==> src/rtl/mcsc_pkg.sv <==
`timescale 1ns / 1ps

package mcsc_pkg;

  typedef logic [63:0] key_t;
  typedef logic [21:0] frame_t;
  typedef logic [7:0]  byte_t;
  typedef logic [0:0]  cfg_idx_t;

  localparam int LEN_ONE   = 19;
  localparam int LEN_TWO   = 22;
  localparam int LEN_THREE = 23;

  localparam key_t   KEY_RESET   = 64'h1234_5678_90AB_CDEF;
  localparam frame_t FRAME_RESET = 22'h134;

  localparam int WARMUP_STEPS = 100;
  localparam int WARM_CW      = (WARMUP_STEPS > 1) ? $clog2(WARMUP_STEPS) : 1;

  localparam cfg_idx_t CFG_KEY   = 1'b0;
  localparam cfg_idx_t CFG_FRAME = 1'b1;

  // Key bit i lands at len-1-(i mod len), later bits win; then frame bits
  // are XORed in along the same wrapping walk.
  function automatic logic [22:0] load_bits(input key_t key, input frame_t frame,
                                            input int len);
    logic [22:0] res;
    int          pos;
    res = '0;
    pos = len - 1;
    for (int i = 0; i < 64; i++) begin
      res[pos] = key[i];
      pos = (pos == 0) ? len - 1 : pos - 1;
    end
    pos = len - 1;
    for (int i = 0; i < 22; i++) begin
      res[pos] = res[pos] ^ frame[i];
      pos = (pos == 0) ? len - 1 : pos - 1;
    end
    return res;
  endfunction

endpackage

==> src/rtl/mcsc_in_if.sv <==
`timescale 1ns / 1ps

interface mcsc_in_if;
  logic              valid;
  logic              ready;
  mcsc_pkg::byte_t   data_in;
  logic              start_of_message;

  modport source (output valid, data_in, start_of_message, input ready);
  modport sink   (input valid, data_in, start_of_message, output ready);
endinterface

==> src/rtl/mcsc_out_if.sv <==
`timescale 1ns / 1ps

interface mcsc_out_if;
  logic            valid;
  logic            ready;
  mcsc_pkg::byte_t data_out;

  modport source (output valid, data_out, input ready);
  modport sink   (input valid, data_out, output ready);
endinterface

==> src/rtl/mcsc_cfg_if.sv <==
`timescale 1ns / 1ps

interface mcsc_cfg_if;
  logic               valid;
  logic               ready;
  mcsc_pkg::cfg_idx_t index;
  mcsc_pkg::key_t     data;

  modport source (output valid, index, data, input ready);
  modport sink   (input valid, index, data, output ready);
endinterface

==> src/rtl/majority_clocked_lfsr_stream_cipher.sv <==
`timescale 1ns / 1ps

// Byte stream cipher with an A5/1-style keystream (three majority-clocked
// LFSRs of 19, 22 and 23 bits). Encrypt and decrypt are the same operation.
// Channels: in_ch carries data_in and start_of_message, out_ch carries
// data_out, cfg_ch writes cipher_key (index 0) or frame_number (index 1).
// cfg_ch is always ready; new values take effect at the next start beat.
// One shared step unit advances the registers once per cycle while warming
// up or running the keystream (it pauses in idle and hold):
//   plain beat: the keystream steps for the byte, then the output write.
//   start beat: key and frame load at the accept edge, then WARMUP_STEPS
//               warm-up steps, then the keystream steps as for a plain beat.
// in_ch.ready is high only while the sequencer is idle. The result sits in
// an output register, so the next beat is taken while it waits. If the
// receiver stalls and the register is still full when the next byte is
// done, the sequencer holds that byte until the register drains.
// Reset: key and frame return to their defaults, the LFSRs clear to zero
// (keystream of zero until the first start beat), the output empties.
module majority_clocked_lfsr_stream_cipher (
  input  logic               clk,
  input  logic               rst_n,
  mcsc_in_if.sink            in_ch,
  mcsc_out_if.source         out_ch,
  mcsc_cfg_if.sink           cfg_ch
);

  localparam logic [1:0] ST_IDLE = 2'd0;
  localparam logic [1:0] ST_WARM = 2'd1;
  localparam logic [1:0] ST_RUN  = 2'd2;
  localparam logic [1:0] ST_HOLD = 2'd3;

  logic [1:0]                    state_r, state_nxt;
  logic [mcsc_pkg::WARM_CW-1:0]  warm_cnt_r, warm_cnt_nxt;
  logic [2:0]                    bit_cnt_r, bit_cnt_nxt;
  logic [18:0]                   lfsr_one_r, lfsr_one_nxt;
  logic [21:0]                   lfsr_two_r, lfsr_two_nxt;
  logic [22:0]                   lfsr_three_r, lfsr_three_nxt;
  mcsc_pkg::key_t                key_r;
  mcsc_pkg::frame_t              frame_r;
  mcsc_pkg::byte_t               data_r, data_nxt;
  mcsc_pkg::byte_t               ks_r, ks_nxt;
  mcsc_pkg::byte_t               out_data_r, out_data_nxt;
  logic                          out_valid_r, out_valid_nxt;

  logic [22:0]                   load_one, load_two, load_three;
  logic [18:0]                   step_one;
  logic [21:0]                   step_two;
  logic [22:0]                   step_three;
  logic                          maj, step_bit, in_fire, slot_free;

  assign load_one   = mcsc_pkg::load_bits(key_r, frame_r, mcsc_pkg::LEN_ONE);
  assign load_two   = mcsc_pkg::load_bits(key_r, frame_r, mcsc_pkg::LEN_TWO);
  assign load_three = mcsc_pkg::load_bits(key_r, frame_r, mcsc_pkg::LEN_THREE);

  // Shared majority step unit.
  always_comb begin
    maj = (lfsr_one_r[8] & lfsr_two_r[10]) | (lfsr_one_r[8] & lfsr_three_r[10]) |
          (lfsr_two_r[10] & lfsr_three_r[10]);
    step_one   = lfsr_one_r;
    step_two   = lfsr_two_r;
    step_three = lfsr_three_r;
    if (lfsr_one_r[8] == maj) begin
      step_one = {lfsr_one_r[13] ^ lfsr_one_r[16] ^ lfsr_one_r[17] ^ lfsr_one_r[18],
                  lfsr_one_r[18:1]};
    end
    if (lfsr_two_r[10] == maj) begin
      step_two = {lfsr_two_r[20] ^ lfsr_two_r[21], lfsr_two_r[21:1]};
    end
    if (lfsr_three_r[10] == maj) begin
      step_three = {lfsr_three_r[7] ^ lfsr_three_r[20] ^ lfsr_three_r[21] ^
                    lfsr_three_r[22], lfsr_three_r[22:1]};
    end
    step_bit = step_one[18] ^ step_two[21] ^ step_three[22];
  end

  assign in_ch.ready     = (state_r == ST_IDLE);
  assign in_fire         = in_ch.valid && (state_r == ST_IDLE);
  assign slot_free       = !out_valid_r || out_ch.ready;
  assign out_ch.valid    = out_valid_r;
  assign out_ch.data_out = out_data_r;
  assign cfg_ch.ready    = 1'b1;

  always_comb begin
    state_nxt      = state_r;
    warm_cnt_nxt   = warm_cnt_r;
    bit_cnt_nxt    = bit_cnt_r;
    lfsr_one_nxt   = lfsr_one_r;
    lfsr_two_nxt   = lfsr_two_r;
    lfsr_three_nxt = lfsr_three_r;
    data_nxt       = data_r;
    ks_nxt         = ks_r;
    out_data_nxt   = out_data_r;
    out_valid_nxt  = out_valid_r && !out_ch.ready;
    case (state_r)
      ST_IDLE: begin
        if (in_fire) begin
          data_nxt     = in_ch.data_in;
          bit_cnt_nxt  = '0;
          warm_cnt_nxt = '0;
          if (in_ch.start_of_message) begin
            lfsr_one_nxt   = load_one[18:0];
            lfsr_two_nxt   = load_two[21:0];
            lfsr_three_nxt = load_three;
            state_nxt      = (mcsc_pkg::WARMUP_STEPS != 0) ? ST_WARM : ST_RUN;
          end else begin
            state_nxt = ST_RUN;
          end
        end
      end
      ST_WARM: begin
        lfsr_one_nxt   = step_one;
        lfsr_two_nxt   = step_two;
        lfsr_three_nxt = step_three;
        warm_cnt_nxt   = warm_cnt_r + 1'b1;
        if (warm_cnt_r == mcsc_pkg::WARM_CW'(mcsc_pkg::WARMUP_STEPS - 1)) begin
          state_nxt = ST_RUN;
        end
      end
      ST_RUN: begin
        lfsr_one_nxt       = step_one;
        lfsr_two_nxt       = step_two;
        lfsr_three_nxt     = step_three;
        ks_nxt[bit_cnt_r]  = step_bit;
        bit_cnt_nxt        = bit_cnt_r + 1'b1;
        if (bit_cnt_r == 3'd7) begin
          if (slot_free) begin
            out_data_nxt  = data_r ^ {step_bit, ks_r[6:0]};
            out_valid_nxt = 1'b1;
            state_nxt     = ST_IDLE;
          end else begin
            state_nxt = ST_HOLD;
          end
        end
      end
      ST_HOLD: begin
        // keystream is complete; wait for the output register to drain
        if (slot_free) begin
          out_data_nxt  = data_r ^ ks_r;
          out_valid_nxt = 1'b1;
          state_nxt     = ST_IDLE;
        end
      end
      default: state_nxt = ST_IDLE;
    endcase
  end

  always_ff @(posedge clk) begin
    if (!rst_n) begin
      state_r      <= ST_IDLE;
      out_valid_r  <= 1'b0;
      lfsr_one_r   <= '0;
      lfsr_two_r   <= '0;
      lfsr_three_r <= '0;
      key_r        <= mcsc_pkg::KEY_RESET;
      frame_r      <= mcsc_pkg::FRAME_RESET;
      warm_cnt_r   <= '0;
      bit_cnt_r    <= '0;
    end else begin
      state_r      <= state_nxt;
      out_valid_r  <= out_valid_nxt;
      lfsr_one_r   <= lfsr_one_nxt;
      lfsr_two_r   <= lfsr_two_nxt;
      lfsr_three_r <= lfsr_three_nxt;
      warm_cnt_r   <= warm_cnt_nxt;
      bit_cnt_r    <= bit_cnt_nxt;
      if (cfg_ch.valid) begin
        if (cfg_ch.index == mcsc_pkg::CFG_KEY) begin
          key_r <= cfg_ch.data;
        end else if (cfg_ch.index == mcsc_pkg::CFG_FRAME) begin
          frame_r <= cfg_ch.data[21:0];
        end
      end
    end
  end

  always_ff @(posedge clk) begin
    data_r     <= data_nxt;
    ks_r       <= ks_nxt;
    out_data_r <= out_data_nxt;
  end

  a_busy_after_accept: assert property (@(posedge clk) disable iff (!rst_n)
    in_fire |=> state_r != ST_IDLE)
    else $error("sequencer idle right after accepting a beat");

  a_warm_exit: assert property (@(posedge clk) disable iff (!rst_n)
    state_r == ST_WARM |=> state_r == ST_WARM || state_r == ST_RUN)
    else $error("warm-up left to an unexpected state");

  a_run_continues: assert property (@(posedge clk) disable iff (!rst_n)
    state_r == ST_RUN && bit_cnt_r != 3'd7 |=> state_r == ST_RUN)
    else $error("keystream run ended before eight steps");

  a_result_source: assert property (@(posedge clk) disable iff (!rst_n)
    $rose(out_valid_r) |-> $past(state_r) == ST_RUN || $past(state_r) == ST_HOLD)
    else $error("result appeared without a finished keystream byte");

  a_hold_needs_stall: assert property (@(posedge clk) disable iff (!rst_n)
    state_r == ST_RUN && bit_cnt_r == 3'd7 && !out_valid_r |=> state_r == ST_IDLE)
    else $error("byte held although the output register was empty");

endmodule

==> src/flat_wrapper.sv <==
// flat-port wrapper written by rule: the top's interface ports become plain ports
module majority_clocked_lfsr_stream_cipher_flat 
  (clk, rst_n, in_ch_valid, in_ch_data_in, in_ch_start_of_message, in_ch_ready, out_ch_valid, out_ch_data_out, out_ch_ready, cfg_ch_valid, cfg_ch_index, cfg_ch_data, cfg_ch_ready);
  mcsc_in_if in_ch_i ();
  mcsc_out_if out_ch_i ();
  mcsc_cfg_if cfg_ch_i ();
  input  logic clk;
  input  logic rst_n;
  input wire logic [$bits(in_ch_i.valid)-1:0] in_ch_valid;
  input wire logic [$bits(in_ch_i.data_in)-1:0] in_ch_data_in;
  input wire logic [$bits(in_ch_i.start_of_message)-1:0] in_ch_start_of_message;
  output wire logic [$bits(in_ch_i.ready)-1:0] in_ch_ready;
  output wire logic [$bits(out_ch_i.valid)-1:0] out_ch_valid;
  output wire logic [$bits(out_ch_i.data_out)-1:0] out_ch_data_out;
  input wire logic [$bits(out_ch_i.ready)-1:0] out_ch_ready;
  input wire logic [$bits(cfg_ch_i.valid)-1:0] cfg_ch_valid;
  input wire logic [$bits(cfg_ch_i.index)-1:0] cfg_ch_index;
  input wire logic [$bits(cfg_ch_i.data)-1:0] cfg_ch_data;
  output wire logic [$bits(cfg_ch_i.ready)-1:0] cfg_ch_ready;
  assign in_ch_i.valid = in_ch_valid;
  assign in_ch_i.data_in = in_ch_data_in;
  assign in_ch_i.start_of_message = in_ch_start_of_message;
  assign in_ch_ready = in_ch_i.ready;
  assign out_ch_valid = out_ch_i.valid;
  assign out_ch_data_out = out_ch_i.data_out;
  assign out_ch_i.ready = out_ch_ready;
  assign cfg_ch_i.valid = cfg_ch_valid;
  assign cfg_ch_i.index = cfg_ch_index;
  assign cfg_ch_i.data = cfg_ch_data;
  assign cfg_ch_ready = cfg_ch_i.ready;
  majority_clocked_lfsr_stream_cipher u_core (.clk(clk), .rst_n(rst_n), .in_ch(in_ch_i), .out_ch(out_ch_i), .cfg_ch(cfg_ch_i));
endmodule
==> config.mk <==
export PLATFORM = sky130hd
export DESIGN_NAME = majority_clocked_lfsr_stream_cipher_flat
export DESIGN_NICKNAME = d
export VERILOG_FILES = /design/src/rtl/mcsc_pkg.sv /design/src/rtl/mcsc_in_if.sv /design/src/rtl/mcsc_out_if.sv /design/src/rtl/mcsc_cfg_if.sv /design/src/rtl/majority_clocked_lfsr_stream_cipher.sv /design/src/flat_wrapper.sv
export SDC_FILE = /design/constraint.sdc
export NUM_CORES = 1
export LEC_CHECK = 0
export ABC_CLOCK_PERIOD_IN_PS = 2800
export BUFFER_PORTS_ARGS = -buffer_cell sky130_fd_sc_hd__buf_2
export CAP_MARGIN = 20
export CELL_PAD_IN_SITES_DETAIL_PLACEMENT = 1
export CELL_PAD_IN_SITES_GLOBAL_PLACEMENT = 1
export CORE_ASPECT_RATIO = 2
export CORE_MARGIN = 4
export CORE_UTILIZATION = 42
export CTS_CLUSTER_DIAMETER = 200
export DETAILED_ROUTE_END_ITERATION = 16
export PLACE_DENSITY = 0.77
export REMOVE_ABC_BUFFERS = 1
export SYNTH_ARGS = -nofsm -noshare
export SYNTH_HDL_FRONTEND = slang
export SYNTH_SLANG_ARGS = --single-unit
==> constraint.sdc <==
create_clock -name clk -period 2.8 [get_ports clk]
set_input_delay 0 -clock clk [delete_from_list [all_inputs] [get_ports clk]]
set_output_delay 0 -clock clk [all_outputs]
set_load 0.05 [all_outputs]
## Word level (Yosys, flattened, before mapping)

Index checks and enable logic that the tools add are counted.

| storage, ports and cells | value |
|---|---|
| register bits after elaboration | 187 |
| input port bits | 79 |
| logic and storage cells | 175 |

| cells by class | value |
|---|---|
| add/subtract/negate cells | 2 |
| order comparisons | 2 |
| eq/ne operators | 17 |
| mux-type cells | 33 |
| bitwise logic cells | 83 |
| reductions and logical operators | 23 |

Operators by type and width:

| cell | number |
|---|---|
| $xor 1x1->1 | 75 |
| $mux 23 | 3 |
| $mux 22 | 3 |
| $mux 19 | 3 |
| $pmux 23 s2 | 1 |
| $pmux 22 s2 | 1 |
| $pmux 19 s2 | 1 |
| $mux 8 | 3 |
| $reduce_and 4->1 | 5 |
| $ne 2x1->1 const B | 8 |
| $pmux 8 s2 | 1 |
| $xor 8x8->8 | 2 |
| $pmux 7 s2 | 1 |
| $mux 2 | 6 |
| $reduce_and 2->1 | 5 |
| $bwmux 8 | 1 |
| $pmux 2 s4 | 1 |
| $reduce_bool 2->1 | 4 |
| $add 7x1->7 const B | 1 |
| $eq 7x7->1 const B | 1 |
| $mux 7 | 1 |
| $pmux 3 s2 | 1 |
| $eq 2x2->1 const B | 2 |
| $lt 3x4->1 const B | 1 |
| other kinds (19) | 29 |

## Longest topological paths before layout

Gate-level depths: netlist (run 1).

| depth | value |
|---|---|
| word-level depth | 11 |
| mapped depth | 10 |
| mapped depth without buffers | 7 |

## Least setup slack after synthesis (run 1)

OpenSTA, ideal clock, no wires.

| path | value |
|---|---|
| path type | register to register |
| from | reg u_core.state_r[0] |
| to | reg u_core.lfsr_one_r[16] |
| setup time | 116 ps |
| arrival | 2190 ps |
| required time | 2684 ps |
| setup slack | 494 ps |
| stages on the path, launching flop included | 10 |
| buffers on the path | 3 |
| period minus slack after synthesis | 2306 ps |
| path through | dfxtp_1 > inv_1 > ha_1 > buf_2 > a21boi_1 > or2_1 > buf_2 > a21oi_2 > buf_4 > o211a_1 |

| on the way | value |
|---|---|
| word-level cells in the longest chain between the ends | 4 |

Ends and longest elaborated chain:

| item | line | source |
|---|---|---|
| from (decl) | majority_clocked_lfsr_stream_cipher.sv:32 | `logic [1:0] state_r, state_nxt;` |
| from (signal assigned) | majority_clocked_lfsr_stream_cipher.sv:159 | `state_r <= state_nxt;` |
| $logic_not 2->1 * | -- |  |
| via in_ch_ready | flat_wrapper.sv:12 | `output wire logic [$bits(in_ch_i.ready)-1:0] in_ch_ready;` |
| $logic_and 1x1->1 | majority_clocked_lfsr_stream_cipher.sv:77 | `assign in_fire = in_ch.valid && (state_r == ST_IDLE);` |
| $ne 2x1->1 (no line) | -- |  |
| $reduce_and 4->1 (no line) | -- |  |
| to (signal assigned) | majority_clocked_lfsr_stream_cipher.sv:161 | `lfsr_one_r <= lfsr_one_nxt;` |
| to (decl) | majority_clocked_lfsr_stream_cipher.sv:35 | `logic [18:0] lfsr_one_r, lfsr_one_nxt;` |

Mark *: on every way through the listed nets, which the timed path passes. The rest lies on a longest branch.
A chain may end at the register's enable or synchronous reset.

## Worst setup path in the final report (run 1)

| path | value |
|---|---|
| from | reg u_core.lfsr_two_r[10] |
| to | reg u_core.ks_r[0], data pin |

| on the way | value |
|---|---|
| word-level cells in the longest chain between the ends | 8 |

Ends and longest elaborated chain:

| item | line | source |
|---|---|---|
| from (decl) | majority_clocked_lfsr_stream_cipher.sv:36 | `logic [21:0] lfsr_two_r, lfsr_two_nxt;` |
| from (signal assigned) | majority_clocked_lfsr_stream_cipher.sv:162 | `lfsr_two_r <= lfsr_two_nxt;` |
| $and 1x1->1 | majority_clocked_lfsr_stream_cipher.sv:57 | `maj = (lfsr_one_r[8] & lfsr_two_r[10]) \| (lfsr_one_r[8] & lfsr_three_r[10]) \|` |
| $or 1x1->1 (2 in series) | majority_clocked_lfsr_stream_cipher.sv:57 |  |
| $eq 1x1->1, on equally long branches | majority_clocked_lfsr_stream_cipher.sv:62, majority_clocked_lfsr_stream_cipher.sv:66 |  |
| $mux 19 or $mux 22 (tied branches) | majority_clocked_lfsr_stream_cipher.sv:62, majority_clocked_lfsr_stream_cipher.sv:66 |  |
| $xor 1x1->1 | majority_clocked_lfsr_stream_cipher.sv:73 | `step_bit = step_one[18] ^ step_two[21] ^ step_three[22];` |
| $xor 1x1->1 * | majority_clocked_lfsr_stream_cipher.sv:73 |  |
| via u_core.step_bit | majority_clocked_lfsr_stream_cipher.sv:49 | `logic maj, step_bit, in_fire, slot_free;` |
| $bwmux 8 * | majority_clocked_lfsr_stream_cipher.sv:123 | `ks_nxt[bit_cnt_r] = step_bit;` |
| to (signal assigned) | majority_clocked_lfsr_stream_cipher.sv:178 | `ks_r <= ks_nxt;` |
| to (decl) | majority_clocked_lfsr_stream_cipher.sv:41 | `mcsc_pkg::byte_t ks_r, ks_nxt;` |

Mark *: on every way through the listed nets, which the timed path passes. The rest lies on a longest branch. The select of a mux whose other input is x is not followed.

==> flow_summary.json, run 1 <==
{
  "powerDensity_mw_per_mm2": 1050,
  "wl_met3_um": 412,
  "post-route-util_pct": 54.8,
  "p_seq_share_pct": 32.4,
  "layout-drive-gt1-share_pct": 15.3,
  "grt_max_degree": 73,
  "crit_path_start_kind": "register",
  "p_sw_mw": 2.68,
  "p_comb_share_pct": 38.9,
  "io_buffer_count": 63,
  "antenna_cells": 0,
  "max_stage_delay_ns": 0.52,
  "cts_tree": "done",
  "clock_sinks": 115,
  "dp_worst_setup_slack_ns": 0.462,
  "crit_fanout": 8,
  "wirelength_mm": 15.3,
  "finalWorstSetupSlack_ns": 0.421,
  "place_congestion": 0.813,
  "ctsResizeCount": 0,
  "synth_edf_count": 24,
  "dr.pass1.iters": 4,
  "crit_slowest_cell": "xnor2_1",
  "final_cell_mix": "126 x nand2_1, 91 x dfxtp_1, 63 x buf_2, 61 x nor2_1, 53 x dlygate4sd3_1",
  "ys_warn_count": 0,
  "core_mm2": 0.0126,
  "fill_cells": 1422,
  "die-width_um": 87.9,
  "cap_violations": 0,
  "dp_hpwl_mm": 10.2,
  "grt_usage_pct": 21.8,
  "drtAntennaViolNets": 0,
  "syn_avg_cell_area_um2": 8.97,
  "root_buffer": "clkbuf_16",
  "cts_setup_buffers": 0,
  "finalSetupTns_ns": 0,
  "power.leakage_nw": 2.73,
  "grt_pass1_wl_mm": 24.9,
  "synth_area_mm2": 0.00536,
  "synth_ff_type": "dfxtp_1",
  "synth_seq_cells": 115,
  "finalPower_mw": 7.21,
  "top_layer": "met4",
  "clock.fmax_mhz": 420,
  "final_cells": 869,
  "final_nets": 793,
  "hold_buffers": 53,
  "grt_pass1_vias": 5026,
  "run_status": "complete, no violations",
  "wl_met2_mm": 8.80,
  "path_clk_slew_ns": 0.05,
  "skew_ns": 0.0108,
  "internal_power_mw": 4.53,
  "clkPwrFrac_pct": 28.8,
  "path_cells": "maj3_1 -> ha_1 -> o21ai_1 -> nand2_1 -> xnor2_1",
  "worstSetupPathType": "reg2reg",
  "period_minus_slack_ns": 2.38,
  "boundaryPins": 90,
  "die_h_um": 168,
  "critPathArrivalTime_ns": 2.50,
  "initialDrtViolationCount": 185,
  "antenna_found_initial": 0,
  "irDropWorstVdd_uv": 660,
  "yosys.cell_types.count": 56,
  "routed_via_density": 5.27,
  "worst_pin_slew_ns": 0.870,
  "syn_inst": 597,
  "endpoint_kind": "register",
  "swShare_pct": 37.2,
  "cts_buffers": 17,
  "dp_cells": 784,
  "hold_ws_ns": 0.0433,
  "hp-class": "in2reg",
  "fin_area_mm2": 0.00688,
  "rsz0062_at_grt": "no",
  "drc": 0,
  "final_common_cell": "nand2_1",
  "htree_levels": 4,
  "dpl_cell_area_mm2": 0.00578,
  "synth-seq-area-share_pct": 47.5,
  "wl_per_cell_um": 17.6,
  "overflow": 0,
  "slew_viol_final": 0,
  "setup_violations": 0,
  "vias": 4581,
  "clockBufferDepth": 2,
  "period_share_pct": 85.0,
  "rows": 58,
  "synth-async-reset-ratio_pct": 0,
  "start_util_pct": 42.7,
  "drt-met1-wl_mm": 5.50,
  "clkLatencyLatePin_ns": 0.41,
  "finalHoldViolations": 0,
  "synthToLayoutAreaGrowth_pct": 28.5,
  "crit_required_ns": 2.93,
  "die_area_mm2": 0.0147,
  "slew_headroom_pct": 42.0
}
state kept, by name, summed over array words and instances (netlist names):
name,cells
u_core.out_ch.data_out,8
u_core.state_r,2
u_core.lfsr_three_r,16
u_core.ks_r,8
u_core.lfsr_two_r,12
u_core.key_r,20
u_core.frame_r,19
u_core.bit_cnt_r,3
u_core.out_ch.valid,1
u_core.data_r,8
u_core.warm_cnt_r,7
u_core.lfsr_one_r,11
final timing paths:
path | startpoint | depth (start not counted) | slack, ns | end
min | rst_n | 3 | 0.04 | u_core.key_r[53]
max reg2reg | u_core.lfsr_two_r[10] | 5 | 0.42 | u_core.ks_r[0]
min reg2reg | u_core.frame_r[12] | 2 | 0.48 | u_core.frame_r[12]
max | u_core.lfsr_two_r[10] | 5 | 0.42 | u_core.ks_r[0]
worst max-delay path, delay by kind of cell (launching register included):
kind                       cells  cell delay [ns]
and+or+nand+nor                1             0.12
DFF                            1             0.35
AOI/OAI and AO/OA              1             0.35
adders and majority gates      2             0.76
xor gates and xnor gates       1             0.52
final cells by class:
| class | instances | area (µm²) | share of cell area, % |
|---|---|---|---|
| inverters | 7 | 26.3 | 0.382 |
| well taps | 150 | 188 | 2.73 |
| clock buffers | 18 | 429 | 6.24 |
| clock inverters | 14 | 139 | 2.02 |
| repair buffers | 126 | 921 | 13.4 |
| multi-input cells | 439 | 2640 | 38.3 |
| flip-flops and latches | 115 | 2540 | 36.9 |
cells by family after synthesis:
family | synth area share [%]
simple gates | 18.4
buf+inv | 3.36
flops | 47.5
fa+ha+maj | 2.06
other cells | 0.0700
compound gates | 12.2
mux | 6.73
xor+xnor | 9.71
synthesized netlist by cell type (all sizes together), types with 3 or more instances:
master | count | share of area (%)
a21oi | 41 | 4.0
nand3b | 4 | 0.56
xor2 | 18 | 2.9
mux2i | 36 | 6.7
clkbuf | 26 | 1.8
dfxtp | 91 | 34
a32oi | 3 | 0.49
edfxtp | 24 | 13
o22ai | 16 | 1.9
o21ai | 25 | 2.3
nand3 | 13 | 1.2
nand4 | 3 | 0.35
nor2 | 61 | 4.3
nand2 | 126 | 8.8
inv | 7 | 0.49
a211oi | 4 | 0.79
xnor2 | 36 | 5.9
buf | 10 | 1.1
nand2b | 8 | 0.93
ha | 8 | 1.9
power by group through the flow:
stage / Sequential, mW / Combinational [mW] / Clock [mW]
2_1_floorplan: 2.33 / 1.99 / 0
3_3_place_gp: 2.34 / 2.60 / 0
3_5_place_dp: 2.36 / 2.71 / 0
4_1_cts: 2.34 / 2.80 / 2.10
5_1_grt: 2.37 / 3.08 / 2.19
6_report: 2.34 / 2.80 / 2.08
layer usage:
layer | vias to the layer above | GRT usage [%]
met1 | 2212 | 21.6
met3 | 31 | 3.94
li1 | 2246 | -
met2 | 92 | 41.6
met5 | - | 0
met4 | 0 | 10.3
Power figures use the tool's default switching activity.
==> inputs of run 2 (changes only) <==
- ABC_AREA: default -> 1
- ABC_CLOCK_PERIOD_IN_PS: 2800 -> 2300
- CORE_UTILIZATION: 42 -> 41
- clock period: 2.8 -> 2.3 ns (I/O delays scaled with it)
==> run 2 against run 1 <==
Effect of this change:
- synthesized area shrank 2.2%
- cell area is 2.4% lower
- setup slack worse by 0.22 ns
- sequential share of layout area grew 0.90 points
- die area rose by 0.15%
- synthesized cell count is 8.2% higher
- sequential power rose by 25%
- register-to-register slack worse by 0.22 ns
- non-clock buffer count is 3 lower
- final cell count is 5.9% higher
- total power grew 26%
- critical endpoint is now u_core.lfsr_three_r[19]
- largest cell class is now sequential cells
==> flow_summary.json, run 2 <==
{
  "run_status": "complete, no violations",
  "start_util_pct": 41.7,
  "final_cell_mix": "96 x a21oi_1, 91 x dfxtp_1, 90 x nand2_1, 75 x o21ai_0, 63 x buf_2",
  "crit_path_frequent_cell": "o21ai_1",
  "grt_pass1_wl_mm": 25.6,
  "crit_path_start_kind": "register",
  "crit_slowest_cell": "ha_1",
  "drc": 0,
  "crit_family": "compound AO/OA/AOI/OAI gates",
  "period_minus_slack_ns": 2.10,
  "yosysMostFrequentCell": "a21oi_1",
  "place_congestion": 0.840,
  "slew_headroom_pct": 40.5,
  "routed_via_density": 5.38,
  "max_stage_delay_ns": 0.36,
  "p_sw_mw": 3.78,
  "finalHoldViolations": 0,
  "hold_ws_ns": 0.0160,
  "die_h_um": 168,
  "endpoint_kind": "register",
  "yosysTopAreaCell": "dfxtp_1",
  "irDropWorstVdd_uv": 1000,
  "wl_per_cell_um": 16.9,
  "powerDensity_mw_per_mm2": 1350,
  "syn_inst": 646,
  "grt_usage_pct": 22.3,
  "drtAntennaViolNets": 0,
  "layout-drive-gt1-share_pct": 16.1,
  "core_mm2": 0.0126,
  "period_share_pct": 91.2,
  "root_buffer": "clkbuf_16",
  "crit_required_ns": 2.63,
  "skew_ns": 0.00720,
  "rows": 58,
  "clock.fmax_mhz": 477,
  "htree_levels": 4,
  "rsz0062_at_grt": "no",
  "synth_seq_cells": 115,
  "slew_viol_final": 0,
  "synth_area_mm2": 0.00524,
  "power.leakage_nw": 2.84,
  "initialDrtViolationCount": 156,
  "path_clk_slew_ns": 0.05,
  "synth_top_area_share_pct": 34.8,
  "final_nets": 844,
  "grt_max_degree": 39,
  "die-width_um": 87.9,
  "clkPwrFrac_pct": 27.2,
  "antenna_found_initial": 0,
  "wirelength_mm": 15.6,
  "regMostFlops": "u_core.key_r",
  "worst_pin_slew_ns": 0.891,
  "largest_reg_flops": 20,
  "grt_pass1_vias": 5364,
  "critPathBufInv": 1,
  "die_area_mm2": 0.0148,
  "worstSetupPathType": "reg2reg",
  "synth_ff_type": "dfxtp_1",
  "io_buffer_count": 63,
  "synth-async-reset-ratio_pct": 0,
  "reg_top3": "u_core.key_r: 20 flops, u_core.frame_r: 19 flops, u_core.lfsr_three_r: 16 flops",
  "dr.pass1.iters": 4,
  "final_common_cell": "a21oi_1",
  "path_cells": "o21ai_1 -> nand2_1 -> ha_1 -> nor2_8 -> o21bai_4 -> nand2_4 -> inv_2 -> o21ai_1 -> a21oi_1",
  "vias": 4947,
  "hold_buffers": 49,
  "setup_violations": 0,
  "cts_buffers": 17,
  "ys_top_cells_by_count": "96 x a21oi_1, 91 x dfxtp_1, 90 x nand2_1, 75 x o21ai_0, 55 x inv_1",
  "internal_power_mw": 5.32,
  "p_comb_share_pct": 40.5,
  "ctsResizeCount": 0,
  "synth.top_cells.by_area": "dfxtp_1 35%, edfxtp_1 14%, a21oi_1 9.2%",
  "crit_fanout": 19,
  "finalSetupTns_ns": 0,
  "finalPower_mw": 9.10,
  "cap_violations": 0,
  "hp-class": "in2reg",
  "ys_warn_count": 0,
  "dp_hpwl_mm": 10.9,
  "critPathArrivalTime_ns": 2.43,
  "cts_setup_buffers": 0,
  "synth-seq-area-share_pct": 48.5,
  "clkLatencyLatePin_ns": 0.42,
  "synth_edf_count": 24,
  "clock_sinks": 115,
  "yosys.cell_types.count": 41,
  "clockBufferDepth": 2,
  "synthToLayoutAreaGrowth_pct": 28.3,
  "overflow": 0,
  "swShare_pct": 41.6,
  "antenna_cells": 0,
  "syn_avg_cell_area_um2": 8.11,
  "cts_tree": "done",
  "p_seq_share_pct": 32.3,
  "boundaryPins": 90
}
## run 2: cell types whose count changed after synthesis, sizes merged, moves of 8 or more
cell,before,now
nor2,61,44
a21oi,41,98
xnor2,36,7
nand2b,8,0
nand2,126,95
o21ai,25,105
inv,7,60
clkbuf,26,16
o22ai,16,0
mux2i,36,0
nand3,13,30
## run 2: tightest hold or removal path: stages
cell and delay (ns):
buf_2 0.09, nand2_1 0.06, a21oi_1 0.16, nor3_1 0.06
## run 2: cell families after synthesis
| family | after synthesis | synth area share [%] |
|---|---|---|
| adder cells (fa/ha/maj) | 8 | 1.91 |
| flip-flops | 115 | 48.5 |
| XOR/XNOR | 24 | 4.01 |
| buffers and inverters | 91 | 7.28 |
| AO/OA/AOI/OAI | 224 | 23.0 |
| other | 1 | 0.0716 |
| AND/OR/NAND/NOR | 183 | 15.2 |
## run 2: final cells by class
type	count	area, µm²
clock inverters	15	133
inverters	60	228
flip-flops and latches	115	2540
fillers	1516	5840
well taps	150	188
clock buffers	17	425
repair buffers	123	888
multi-input cells	440	2310
## run 2: metal layers
metal	wire length (µm)	GRT usage, %
met3	426	4.51
met5	0	0
met4	574	10.2
met2	9140	43.3
met1	5420	21.4
## run 2: final timing paths
kind	endpoint	cells after the start	startpoint	slack, ns
hold reg to reg	u_core.frame_r[15]	2	u_core.frame_r[15]	0.47
hold / removal	u_core.state_r[1]	4	in_ch_start_of_message	0.02
setup reg to reg	u_core.lfsr_three_r[19]	9	u_core.lfsr_three_r[10]	0.20
setup / recovery	u_core.lfsr_three_r[19]	9	u_core.lfsr_three_r[10]	0.20
## run 2: metrics by stage
step / instance area [µm²] / setup WS, ns / util (%) / instances
2_1_floorplan: 5080 / -0.0272 / - / 615
3_3_place_gp: 5670 / 0.343 / 45.2 / 839
3_5_place_dp: 5670 / 0.230 / 45.2 / 839
4_1_cts: 6720 / 0.194 / 53.5 / 920
5_1_grt: 6720 / 0.0277 / 53.5 / 920
6_report: 6720 / 0.202 / 53.5 / 920
## run 2: power by group through the flow
stage | combinational (mW) | clock (mW) | sequential (mW)
floorplan | 2.36 | 0 | 3.06
global route | 4.12 | 2.61 | 2.98
CTS | 3.71 | 2.52 | 2.93
detailed placement | 3.58 | 0 | 2.96
global placement | 3.42 | 0 | 2.94
finish | 3.69 | 2.48 | 2.93
